**config.mk**
```make
export PLATFORM = sky130hd
export DESIGN_NAME = cbor_head_encoder
export DESIGN_NICKNAME = d
export VERILOG_FILES = /design/src/rtl/core/cbe_pkg.sv /design/src/rtl/core/cbe_front.sv /design/src/rtl/core/cbe_queue.sv /design/src/rtl/core/cbe_back.sv /design/src/rtl/core/cbor_head_encoder.sv
export SDC_FILE = /design/constraint.sdc
export NUM_CORES = 1
export LEC_CHECK = 0
export CAP_MARGIN = 20
export CORE_AREA = 2 2 187 97
export CTS_BUF_LIST = sky130_fd_sc_hd__clkbuf_2 sky130_fd_sc_hd__clkbuf_4 sky130_fd_sc_hd__clkbuf_8
export DETAILED_ROUTE_END_ITERATION = 10
export DIE_AREA = 0 0 189 99
export DONT_BUFFER_PORTS = 1
export PLACE_DENSITY = 0.92
export REMOVE_ABC_BUFFERS = 1
export SLEW_MARGIN = 20
export SYNTH_ARGS = -nofsm -noshare
export SYNTH_HDL_FRONTEND = slang
export SYNTH_SLANG_ARGS = --single-unit
export TNS_END_PERCENT = 30
```
**constraint.sdc**
```tcl
create_clock -name clk -period 6.9 [get_ports clk]
set_input_delay 1.725 -clock clk [delete_from_list [all_inputs] [get_ports clk]]
set_output_delay 1.725 -clock clk [all_outputs]
set_load 0.05 [all_outputs]
```
**src/rtl/core/cbe_pkg.sv**
```systemverilog
// Shared types and constants of the CBOR item head encoder.
package cbe_pkg;

  typedef enum logic [3:0] {
    CMD_UINT    = 4'd0,
    CMD_SINT    = 4'd1,
    CMD_BYTES   = 4'd2,
    CMD_TEXT    = 4'd3,
    CMD_ARRAY   = 4'd4,
    CMD_MAP     = 4'd5,
    CMD_TAG     = 4'd6,
    CMD_SIMPLE  = 4'd7,
    CMD_BOOL    = 4'd8,
    CMD_NULL    = 4'd9,
    CMD_UNDEF   = 4'd10,
    CMD_PAYLOAD = 4'd11
  } cmd_t;

  localparam logic [2:0] MAJ_UINT = 3'd0;
  localparam logic [2:0] MAJ_NINT = 3'd1;

  // Additional info codes that announce 1, 2, 4 or 8 argument bytes.
  localparam logic [4:0] AI_ARG1 = 5'd24;
  localparam logic [4:0] AI_ARG2 = 5'd25;
  localparam logic [4:0] AI_ARG4 = 5'd26;
  localparam logic [4:0] AI_ARG8 = 5'd27;

  localparam logic [7:0] BYTE_FALSE = 8'hf4;
  localparam logic [7:0] BYTE_TRUE  = 8'hf5;
  localparam logic [7:0] BYTE_NULL  = 8'hf6;
  localparam logic [7:0] BYTE_UNDEF = 8'hf7;

  localparam int unsigned MAX_ARG_BYTES = 8;

  // One classified item: the initial byte, the argument bytes left-aligned
  // so that the next one to send sits in the top byte, and their count.
  typedef struct packed {
    logic [7:0]  lead;
    logic [63:0] arg;
    logic [3:0]  nbytes;
  } desc_t;

  typedef struct packed {
    logic  valid;
    desc_t desc;
  } push_t;

endpackage

```
**src/rtl/core/cbe_front.sv**
```systemverilog
// Front end: classifies a command into an initial byte and argument bytes.
module cbe_front (
  input  logic        in_push,
  input  logic [3:0]  in_command,
  input  logic [63:0] in_value,
  output cbe_pkg::push_t wr
);

  logic [2:0]  major;
  logic [63:0] arg;
  logic        known;
  logic        fixed;
  logic [7:0]  fixed_byte;

  always_comb begin
    major      = cbe_pkg::MAJ_UINT;
    arg        = in_value;
    known      = 1'b1;
    fixed      = 1'b0;
    fixed_byte = in_value[7:0];
    unique case (cbe_pkg::cmd_t'(in_command))
      cbe_pkg::CMD_UINT: begin
        major = cbe_pkg::MAJ_UINT;
      end
      cbe_pkg::CMD_SINT: begin
        if (in_value[63]) begin
          major = cbe_pkg::MAJ_NINT;
          arg   = ~in_value;
        end
      end
      cbe_pkg::CMD_BYTES, cbe_pkg::CMD_TEXT, cbe_pkg::CMD_ARRAY,
      cbe_pkg::CMD_MAP, cbe_pkg::CMD_TAG, cbe_pkg::CMD_SIMPLE: begin
        major = in_command[2:0];
      end
      cbe_pkg::CMD_BOOL: begin
        fixed      = 1'b1;
        fixed_byte = in_value[0] ? cbe_pkg::BYTE_TRUE : cbe_pkg::BYTE_FALSE;
      end
      cbe_pkg::CMD_NULL: begin
        fixed      = 1'b1;
        fixed_byte = cbe_pkg::BYTE_NULL;
      end
      cbe_pkg::CMD_UNDEF: begin
        fixed      = 1'b1;
        fixed_byte = cbe_pkg::BYTE_UNDEF;
      end
      cbe_pkg::CMD_PAYLOAD: begin
        fixed      = 1'b1;
        fixed_byte = in_value[7:0];
      end
      default: begin
        known = 1'b0;
      end
    endcase
  end

  always_comb begin
    wr.valid       = in_push && known;
    wr.desc.lead   = fixed_byte;
    wr.desc.arg    = arg;
    wr.desc.nbytes = 4'd0;
    if (!fixed) begin
      priority if (arg[63:5] == 59'd0 && !(arg[4] && arg[3])) begin
        wr.desc.lead = {major, arg[4:0]};
      end else if (arg[63:8] == 56'd0) begin
        wr.desc.lead   = {major, cbe_pkg::AI_ARG1};
        wr.desc.arg    = {arg[7:0], 56'd0};
        wr.desc.nbytes = 4'd1;
      end else if (arg[63:16] == 48'd0) begin
        wr.desc.lead   = {major, cbe_pkg::AI_ARG2};
        wr.desc.arg    = {arg[15:0], 48'd0};
        wr.desc.nbytes = 4'd2;
      end else if (arg[63:32] == 32'd0) begin
        wr.desc.lead   = {major, cbe_pkg::AI_ARG4};
        wr.desc.arg    = {arg[31:0], 32'd0};
        wr.desc.nbytes = 4'd4;
      end else begin
        wr.desc.lead   = {major, cbe_pkg::AI_ARG8};
        wr.desc.nbytes = 4'd8;
      end
    end
  end

endmodule

```
**src/rtl/core/cbe_queue.sv**
```systemverilog
// Short descriptor queue between the front end and the serializer.
module cbe_queue #(
  parameter int unsigned DEPTH = 2
) (
  input  logic           clk,
  input  logic           rst_n,
  input  cbe_pkg::push_t wr,
  input  logic           pop,
  output logic           full,
  output logic           empty,
  output cbe_pkg::desc_t head
);

  localparam int unsigned PW = (DEPTH > 1) ? $clog2(DEPTH) : 1;
  localparam int unsigned CW = $clog2(DEPTH + 1);

  cbe_pkg::desc_t slot_r [DEPTH];
  logic [PW-1:0]  wr_ptr_r, wr_ptr_nxt;
  logic [PW-1:0]  rd_ptr_r, rd_ptr_nxt;
  logic [CW-1:0]  count_r, count_nxt;
  logic           do_push;
  logic           do_pop;

  assign full    = (count_r == CW'(DEPTH));
  assign empty   = (count_r == '0);
  assign do_push = wr.valid && !full;
  assign do_pop  = pop && !empty;
  assign head    = slot_r[rd_ptr_r];

  always_comb begin
    wr_ptr_nxt = wr_ptr_r;
    rd_ptr_nxt = rd_ptr_r;
    if (do_push) begin
      wr_ptr_nxt = (wr_ptr_r == PW'(DEPTH - 1)) ? '0 : wr_ptr_r + 1'b1;
    end
    if (do_pop) begin
      rd_ptr_nxt = (rd_ptr_r == PW'(DEPTH - 1)) ? '0 : rd_ptr_r + 1'b1;
    end
    count_nxt = count_r + CW'(do_push) - CW'(do_pop);
  end

  always_ff @(posedge clk) begin
    if (!rst_n) begin
      wr_ptr_r <= '0;
      rd_ptr_r <= '0;
      count_r  <= '0;
    end else begin
      wr_ptr_r <= wr_ptr_nxt;
      rd_ptr_r <= rd_ptr_nxt;
      count_r  <= count_nxt;
    end
  end

  always_ff @(posedge clk) begin
    if (do_push) begin
      slot_r[wr_ptr_r] <= wr.desc;
    end
  end

`ifndef SYNTHESIS
  a_count_bound: assert property (@(posedge clk) disable iff (!rst_n)
    count_r <= CW'(DEPTH))
    else $error("queue count exceeds its depth");

  a_idle_stays_empty: assert property (@(posedge clk) disable iff (!rst_n)
    (empty && !wr.valid) |=> empty)
    else $error("queue filled without a push");
`endif

endmodule

```
**src/rtl/core/cbe_back.sv**
```systemverilog
// Serializer: sends the initial byte, then the argument bytes, one a cycle while the result side pops.
module cbe_back (
  input  logic           clk,
  input  logic           rst_n,
  input  logic           q_empty,
  input  cbe_pkg::desc_t q_head,
  output logic           q_pop,
  input  logic           out_pop,
  output logic           out_empty,
  output logic [7:0]     out_byte,
  output logic           out_last
);

  logic [63:0] sh_r, sh_nxt;
  logic [3:0]  rem_r, rem_nxt;
  logic [7:0]  byte_r, byte_nxt;
  logic        last_r, last_nxt;
  logic        valid_r, valid_nxt;
  logic        adv;

  assign adv   = !valid_r || out_pop;
  assign q_pop = adv && (rem_r == 4'd0) && !q_empty;

  always_comb begin
    sh_nxt    = sh_r;
    rem_nxt   = rem_r;
    byte_nxt  = byte_r;
    last_nxt  = last_r;
    valid_nxt = valid_r;
    if (adv) begin
      if (rem_r != 4'd0) begin
        byte_nxt  = sh_r[63:56];
        last_nxt  = (rem_r == 4'd1);
        sh_nxt    = {sh_r[55:0], 8'd0};
        rem_nxt   = rem_r - 4'd1;
        valid_nxt = 1'b1;
      end else if (!q_empty) begin
        byte_nxt  = q_head.lead;
        last_nxt  = (q_head.nbytes == 4'd0);
        sh_nxt    = q_head.arg;
        rem_nxt   = q_head.nbytes;
        valid_nxt = 1'b1;
      end else begin
        valid_nxt = 1'b0;
      end
    end
  end

  always_ff @(posedge clk) begin
    if (!rst_n) begin
      rem_r   <= 4'd0;
      valid_r <= 1'b0;
    end else begin
      rem_r   <= rem_nxt;
      valid_r <= valid_nxt;
    end
  end

  always_ff @(posedge clk) begin
    sh_r   <= sh_nxt;
    byte_r <= byte_nxt;
    last_r <= last_nxt;
  end

  assign out_empty = !valid_r;
  assign out_byte  = byte_r;
  assign out_last  = last_r;

`ifndef SYNTHESIS
  a_rem_bound: assert property (@(posedge clk) disable iff (!rst_n)
    rem_r <= 4'(cbe_pkg::MAX_ARG_BYTES))
    else $error("argument byte count out of range");

  a_pending_means_not_last: assert property (@(posedge clk) disable iff (!rst_n)
    (rem_r != 4'd0) |-> (valid_r && !last_r))
    else $error("argument bytes pending after a final byte");
`endif

endmodule

```
**src/rtl/core/cbor_head_encoder.sv**
```systemverilog
// Top level of the CBOR item head encoder.
//
//   Channel  Ports                          Direction  Transaction
//   -------  -----------------------------  ---------  -------------------------------
//   input    in_push, in_full,              in         push && !full takes one command
//            in_command, in_value
//   result   out_empty, out_pop,            out        pop && !empty takes one byte
//            out_byte, out_last
//
// A command that encodes to one byte (a small argument, bool, null, undefined
// or a payload byte) needs no argument bytes, so such commands flow at one per cycle while the result side pops.
// A command with k argument bytes (k = 1, 2, 4 or 8) occupies the serializer until
// all 1 + k bytes are sent, since the output register sends one byte a cycle while the result side pops.
// Reset is synchronous and active low; it empties the queue and the output.
// The front end keeps accepting while the queue has room, so a stalled result
// side fills the queue before in_full rises.
module cbor_head_encoder #(
  parameter int unsigned QUEUE_DEPTH = 2
) (
  input  logic        clk,
  input  logic        rst_n,
  input  logic        in_push,
  output logic        in_full,
  input  logic [3:0]  in_command,
  input  logic [63:0] in_value,
  output logic        out_empty,
  input  logic        out_pop,
  output logic [7:0]  out_byte,
  output logic        out_last
);

  // The front end turns each command into a descriptor: the initial byte,
  // the argument bytes aligned to the top of a 64-bit word, and how many
  // argument bytes follow. Unused command codes are accepted but produce
  // no descriptor, so they yield no result transactions.
  cbe_pkg::push_t wr;
  cbe_pkg::desc_t q_head;
  logic           q_empty;
  logic           q_pop;

  cbe_front u_front (
    .in_push    (in_push),
    .in_command (in_command),
    .in_value   (in_value),
    .wr         (wr)
  );

  // The queue decouples classification from serialization, so that a new
  // command can enter while a long head is still being sent.
  cbe_queue #(
    .DEPTH (QUEUE_DEPTH)
  ) u_queue (
    .clk   (clk),
    .rst_n (rst_n),
    .wr    (wr),
    .pop   (q_pop),
    .full  (in_full),
    .empty (q_empty),
    .head  (q_head)
  );

  // The serializer holds the byte on offer in its output register and loads
  // the next one in the same cycle that the current one is popped.
  cbe_back u_back (
    .clk       (clk),
    .rst_n     (rst_n),
    .q_empty   (q_empty),
    .q_head    (q_head),
    .q_pop     (q_pop),
    .out_pop   (out_pop),
    .out_empty (out_empty),
    .out_byte  (out_byte),
    .out_last  (out_last)
  );

`ifndef SYNTHESIS
  a_reset_empties_output: assert property (@(posedge clk)
    !rst_n |=> out_empty)
    else $error("result present right after reset");
`endif

endmodule

```
==> run_results.csv, run 1 <==
group,metric,value,unit
status,status,"completed",
floorplanning,num_rows,34,
finish,final_layout_size_suffix_gt1_share,9.46,%
setup_path,worst_ep_required_time,7110,ps
finish,syn_to_final_growth,7.14,%
sta,maxSlewHeadroom,25.2,%
place,post-place-ws,2330,ps
floorplanning,die_y,99,µm
drt,ant_nets,0,
clock_network,cts-htree-levels,2,
synthesis,synth_top_family_by_area,"compound AO/OA/AOI/OAI gates",
sta,fin_skew,31.1,ps
clock_network,cts_root_buffer,"clkbuf_8",
setup_path,end_kind,"flop",
synthesis,synth_common_cells,"edfxtp_1, nor2_1, a21oi_1, mux2i_1, nand2_1",
sta,max_freq,240,MHz
synthesis,synth-xor-area-share,3.72,%
finish,fin_nets,961,
synthesis,yosys.area.top_type,"edfxtp_1",
drt,via_count,7591,
synthesis,syn_area_per_cell,12.2,µm²
sta,fin_crit_sh,60.5,%
clock_network,clock_path_buffers,3,
clock_network,cts_tree,"done",
floorplanning,start_util,64.8,%
floorplanning,core,17100,µm²
global_routing,overflow,0,
finish,n_fill_cell,1156,
global_routing,grt_usage,29.5,%
synthesis,synth_cell_types,57,
sta,worst_slack,2730,ps
place,placed_area,11200,µm²
drt,post_drt_via_cell_ratio,6.64,
clock_network,cts_hold_buf,0,
synthesis,async_flop_share,0,%
synthesis,synthMuxAreaShare,8.34,%
clock_network,clk_latency,510,ps
synthesis,ys_warn_count,0,
setup_path,setup.worst_path.start_class,"input port",
place,io_buffers,0,
setup_path,crit_fanout,32,
pwr,power.leakage,0.00383,µW
finish,diodes,0,
floorplanning,die_x,189,µm
drt,totalWireLength,27200,µm
synthesis,ys_ff_latch,235,
sta,period_needed,4170,ps
job,cap_violations,0,
pwr,vdd.ir_drop.worst,407,µV
synthesis,yosysSeqAreaShare,62.9,%
pwr,p_per_area,412,nW/µm²
global_routing,grt_pass1_vias,7292,
synthesis,synth_ff_type,"edfxtp_1",
hold_path,worstHoldPathType,"reg -> reg",
synthesis,ys_top_cells_by_area,"edfxtp_1, mux2i_1, nor2_1",
sta,finalMaxSlewViolations,0,
drt,first_pass_iters,6,
synthesis,synth_cells,907,
sta,tightest_slew,1120,ps
clock_network,cts_setup_buffers,0,
synthesis,synth-simple-area-share,10.0,%
floorplanning,dieArea,18700,µm²
sta,rsz0062_at_grt,"false",
drt,avgRoutedWirePerCell,23.8,µm
synthesis,synth_adder_area_share,0.453,%
drt,drc_errors,0,
place,dp_hpwl,17300,µm
clock_network,cts_resized,0,
clock_network,clkTransAtPathRegs,60,ps
synthesis,yosysMostFrequentCell,"edfxtp_1",
global_routing,grt_max_degree,88,
clock_network,numCtsBuffers,34,
global_routing,grt_pass1_wl,41300,µm
synthesis,syn_area,11100,µm²
global_routing,antenna_found_initial,0,
setup_path,cp.arrival,4380,ps
sta,setup_viol,0,
place,gp_congestion,0.919,
setup_path,crit_type,"in -> reg",
synthesis,synth_top_cell_area_share,61.1,%
finish,final_area,11800,µm²
drt,drtIter0Drc,1136,
synthesis,synth_compound_area_share,11.3,%
synthesis,synth_edf_count,225,
sta,hold_violations,0,
clock_network,cts_sinks,235,
floorplanning,io_pins,83,
==> metrics by stage <==
stage                     hold WS, ps  std cells  util, %  total power [µW]  setup TNS [ps]
after CTS                         522       1143     69.4              4880               0
after global placement            499       1083     65.5              3720               0
after detailed placement          507       1083     65.5              3790               0
after global routing              556       1143     69.5              5140               0
final                             524       1143     69.5              4880               0
after floorplan                   481        839        -              3440         -927760
==> state kept, by name, summed over array words and instances (netlist names), named ones only <==
register	cells
u_back.out_byte	8
u_back.out_last	1
u_back.rem_r	4
u_back.sh_r	64
u_back.valid_r	1
u_queue.count_r	2
u_queue.rd_ptr_r	1
u_queue.slot_r	152
u_queue.wr_ptr_r	1
==> path summary, 6_finish.rpt <==
kind / from / cells after the start / slack [ps] / endpoint
max reg2reg: u_back.rem_r[0]$_SDFFE_PN0P_ / 6 / 3990 / u_back.sh_r[28]$_DFFE_PP_
max: in_value[50] / 7 / 2730 / u_queue.slot_r[0][9]$_DFFE_PP_
min: u_queue.rd_ptr_r$_SDFFE_PN0P_ / 2 / 520 / flop
min reg2reg: u_queue.rd_ptr_r$_SDFFE_PN0P_ / 2 / 520 / flop
==> cell type report <==
class	count	area, µm²	area share, %
Clock inverter	12	76.3	0.644
Multi-Input combinational cell	585	3780	31.9
Tap cell	234	293	2.47
Timing Repair Buffer	10	78.8	0.665
Clock buffer	48	592	5.00
Sequential cell	235	6960	58.7
Inverter	19	71.3	0.602
==> per-layer routing <==
| metal | GRT usage [%] | wire [µm] | vias up |
|---|---|---|---|
| met5 | 1.28 | 0 | - |
| met2 | 42.3 | 11900 | 548 |
| li1 | - | - | 3366 |
| met4 | 9.62 | 658 | 0 |
| met1 | 42.3 | 10700 | 3597 |
| met3 | 10.1 | 3880 | 80 |
==> placed cells by master, fill, tap and decap left out, types with 9 or more instances in the layout <==
cell type and count:
edfxtp_1 225, nor2_1 136, a21oi_1 86, mux2i_1 82, nand2_1 45, xnor2_1 38
clkbuf_8 37, a311oi_1 28, o21ai_0 20, a31oi_1 20, inv_1 18, nand4_1 16
clkbuf_4 11, nor4_1 9, xor2_1 9, buf_4 9, dfxtp_1 9
==> cell families (layout without fill, tap and decap cells) <==
logic type | count (synthesis) | in the layout
DFF | 235 | 235
muxes | 90 | 90
buffers and inverters | 87 | 89
adders and majority gates | 4 | 4
and+or+nand+nor | 244 | 244
AOI/OAI and AO/OA | 200 | 200
xor gates and xnor gates | 47 | 47
==> critical path, cell delays in order <==
cell and delay [ps]:
or4_1 630, nor4_2 370, nand4_1 220, a21oi_4 660
o21a_1 210, buf_4 380, a21oi_1 130
==> power breakdown <==
group	switching (µW)	internal, µW
clock	518	591
sequential	274	2180
combinational	893	425
Power figures use the tool's default switching activity.
==> inputs of run 2 (changes only) <==
--- a/config.mk
+++ b/config.mk
@@ -5,13 +5,14 @@
 export SDC_FILE = /design/constraint.sdc
 export NUM_CORES = 1
 export LEC_CHECK = 0
+export ABC_AREA = 1
 export CAP_MARGIN = 20
-export CORE_AREA = 2 2 187 97
+export CORE_AREA = 2 2 210 109
 export CTS_BUF_LIST = sky130_fd_sc_hd__clkbuf_2 sky130_fd_sc_hd__clkbuf_4 sky130_fd_sc_hd__clkbuf_8
 export DETAILED_ROUTE_END_ITERATION = 10
-export DIE_AREA = 0 0 189 99
+export DIE_AREA = 0 0 212 111
 export DONT_BUFFER_PORTS = 1
-export PLACE_DENSITY = 0.92
+export PLACE_DENSITY = 0.88
 export REMOVE_ABC_BUFFERS = 1
 export SLEW_MARGIN = 20
 export SYNTH_ARGS = -nofsm -noshare
==> constraint.sdc (replaced) <==
create_clock -name clk -period 3.3 [get_ports clk]
set_input_delay 0.825 -clock clk [delete_from_list [all_inputs] [get_ports clk]]
set_output_delay 0.825 -clock clk [all_outputs]
set_load 0.05 [all_outputs]
==> run 2 against run 1 <==
  * Total power grew 120%
  * Highest routed layer unchanged
  * Global-route usage grew 2.4 points
  * Flip-flop and latch count unchanged
  * Critical path depth up 7
  * Critical endpoint is now u_queue.slot_r[0][1]$_DFFE_PP_
  * Sequential share of layout area shrank 8.9 points
  * Combinational power grew to 2.6 times the previous value
  * Largest cell class unchanged
  * Largest power group unchanged
  * Critical path type unchanged
  * First-iteration DRC count increased by 13%
==> run_results.csv, run 2 <==
group,metric,value,unit
status,status,"completed",
pwr,power.leakage,0.00583,µW
setup_path,crit_fanout,16,
clock_network,cts_resized,0,
finish,final_common_cell,"nand2_1",
finish,final_layout_size_suffix_gt1_share,10.7,%
setup_path,setup.worst_path.start_class,"input port",
synthesis,ys_warn_count,0,
pwr,vdd.ir_drop.worst,1130,µV
finish,final_cell_mix,"nand2_1, edfxtp_1, nor2_1, inv_1, nand3_1",
sta,maxSlewHeadroom,35.6,%
floorplanning,core,22000,µm²
setup_path,crit_type,"in -> reg",
sta,max_freq,345,MHz
finish,top_register,"u_queue.slot_r",
sta,tightest_slew,966,ps
synthesis,yosys.area.top_type,"edfxtp_1",
hold_path,worstHoldPathType,"in -> reg",
floorplanning,io_pins,83,
synthesis,async_flop_share,0,%
clock_network,numCtsBuffers,35,
synthesis,synth_cells,1487,
setup_path,cp.arrival,3300,ps
setup_path,worst_ep_required_time,3700,ps
floorplanning,num_rows,39,
sta,period_needed,2900,ps
synthesis,synth_top_cell_area_share,53.0,%
floorplanning,die_y,111,µm
job,cap_violations,0,
global_routing,grt_max_degree,131,
synthesis,syn_area,12700,µm²
place,gp_congestion,1.05,
global_routing,grt_pass1_vias,9799,
floorplanning,die_x,212,µm
clock_network,cts_root_buffer,"clkbuf_8",
drt,first_pass_iters,6,
drt,drtIter0Drc,1278,
synthesis,ys_top_cells_by_area,"edfxtp_1, nand2_1, nor2_1",
synthesis,yosysSeqAreaShare,54.6,%
global_routing,grt_usage,31.9,%
pwr,p_per_area,773,nW/µm²
place,dp_hpwl,24600,µm
sta,worst_slack,398,ps
drt,totalWireLength,36400,µm
sta,fin_crit_sh,87.9,%
global_routing,overflow,0,
finish,syn_to_final_growth,9.44,%
clock_network,clkTransAtPathRegs,80,ps
synthesis,syn_area_per_cell,8.57,µm²
synthesis,ys_ff_latch,235,
synthesis,synth_common_cells,"nand2_1, edfxtp_1, nor2_1, inv_1, nand3_1",
place,io_buffers,0,
setup_path,end_kind,"flop",
sta,fin_skew,23.3,ps
synthesis,synth_edf_count,225,
finish,fin_nets,1583,
clock_network,cts_hold_buf,0,
global_routing,grt_pass1_wl,56500,µm
sta,setup_viol,0,
floorplanning,dieArea,23500,µm²
clock_network,cts_tree,"done",
drt,drc_errors,0,
global_routing,antenna_found_initial,0,
clock_network,cts_sinks,235,
drt,ant_nets,0,
sta,holdWs,399,ps
drt,post_drt_via_cell_ratio,5.74,
clock_network,clock_path_buffers,3,
sta,hold_violations,0,
place,post-place-ws,37.9,ps
finish,layout.area.seq,6960,µm²
finish,largest_reg_flops,152,
drt,avgRoutedWirePerCell,19.9,µm
finish,multiInputGateArea,4930,µm²
synthesis,synth_ff_type,"edfxtp_1",
clock_network,cts-htree-levels,2,
sta,finalMaxSlewViolations,0,
drt,via_count,10500,
clock_network,clk_latency,550,ps
finish,n_fill_cell,1818,
synthesis,synth_cell_types,40,
floorplanning,start_util,57.9,%
sta,rsz0062_at_grt,"false",
clock_network,cts_setup_buffers,0,
synthesis,yosysMostFrequentCell,"nand2_1",
run 2: changes by cell type after synthesis, sizes merged, moves of 9 or more:
| cell | previous run | this run |
|---|---|---|
| a311oi | 28 | 0 |
| a21oi | 88 | 17 |
| nor4 | 10 | 1 |
| xor2 | 9 | 24 |
| xnor2 | 38 | 11 |
| mux2i | 83 | 1 |
| nor2 | 136 | 216 |
| nand2 | 46 | 569 |
| inv | 18 | 122 |
| a31oi | 20 | 64 |
| nand3 | 2 | 73 |
| or4 | 9 | 0 |
| buf | 28 | 41 |
run 2: per-layer routing:
metal	up-vias	track usage (%)	share of wire, %	wire [µm]
met2	623	43.4	40	14600
met5	-	0	0	0
met3	74	11.6	14	5210
met4	0	7.89	1.9	699
li1	4901	-	-	-
met1	4928	48.1	44	15900
run 2: layout make-up:
type	count	share of cell area, %
Antenna cell	1	0.0179
Clock buffer	44	4.03
Clock inverter	11	0.646
Inverter	122	3.30
Multi-Input combinational cell	1057	35.4
Sequential cell	235	49.9
Tap cell	307	2.75
Timing Repair Buffer	56	4.00
run 2: cells by family after synthesis:
| kind of cell | share of synthesized area [%] |
|---|---|
| mux | 0.0785 |
| simple gates | 28.0 |
| compound gates | 7.64 |
| flops | 54.6 |
| buf+inv | 6.88 |
| xor+xnor | 2.46 |
| fa+ha+maj | 0.393 |
run 2: path summary, 6_finish.rpt:
check | start | endpoint | slack [ps] | depth (start not counted)
worst max-delay path | in_command[0] | u_queue.slot_r[0][1]$_DFFE_PP_ | 400 | 14
worst min-delay path | rst_n | u_queue.count_r[0]$_SDFF_PN0_ | 400 | 2
worst max register to register | u_back.rem_r[0]$_SDFFE_PN0P_ | u_back.sh_r[46]$_DFFE_PP_ | 1080 | 9
worst min register to register | u_queue.count_r[1]$_SDFF_PN0_ | u_queue.count_r[1]$_SDFF_PN0_ | 490 | 1
run 2: critical path: stages:
cell and delay (ps):
inv_2 30, nor2_2 30, buf_4 130, nand3_2 310
nand2_1 130, nand2_1 190, nand2_1 120, nor2_1 120
nand2_1 70, nor2_2 210, nand2_2 150, buf_4 180
nor4_1 570, buf_4 240
run 2: per-stage QoR:
stage                     std cells  total power [µW]  cell area [µm²]  util, %  TNS, ps
after global placement         1777              8280            13300     60.4        0
after detailed placement       1777              8420            13300     60.4        0
after CTS                      1832             10700            13900     63.4        0
after floorplan                1414              7240            12300        -  -457830
after global routing           1832             11400            13900     63.4        0
final                          1833             10800            13900     63.4        0
run 2: power by group:
part	leakage (µW)	switching, µW	total (µW)	internal, µW
Clock	0.000345	1150	2340	1200
Sequential	0.00220	434	4950	4520
Combinational	0.00329	2510	3480	965
Total	0.00583	4090	10800	6680
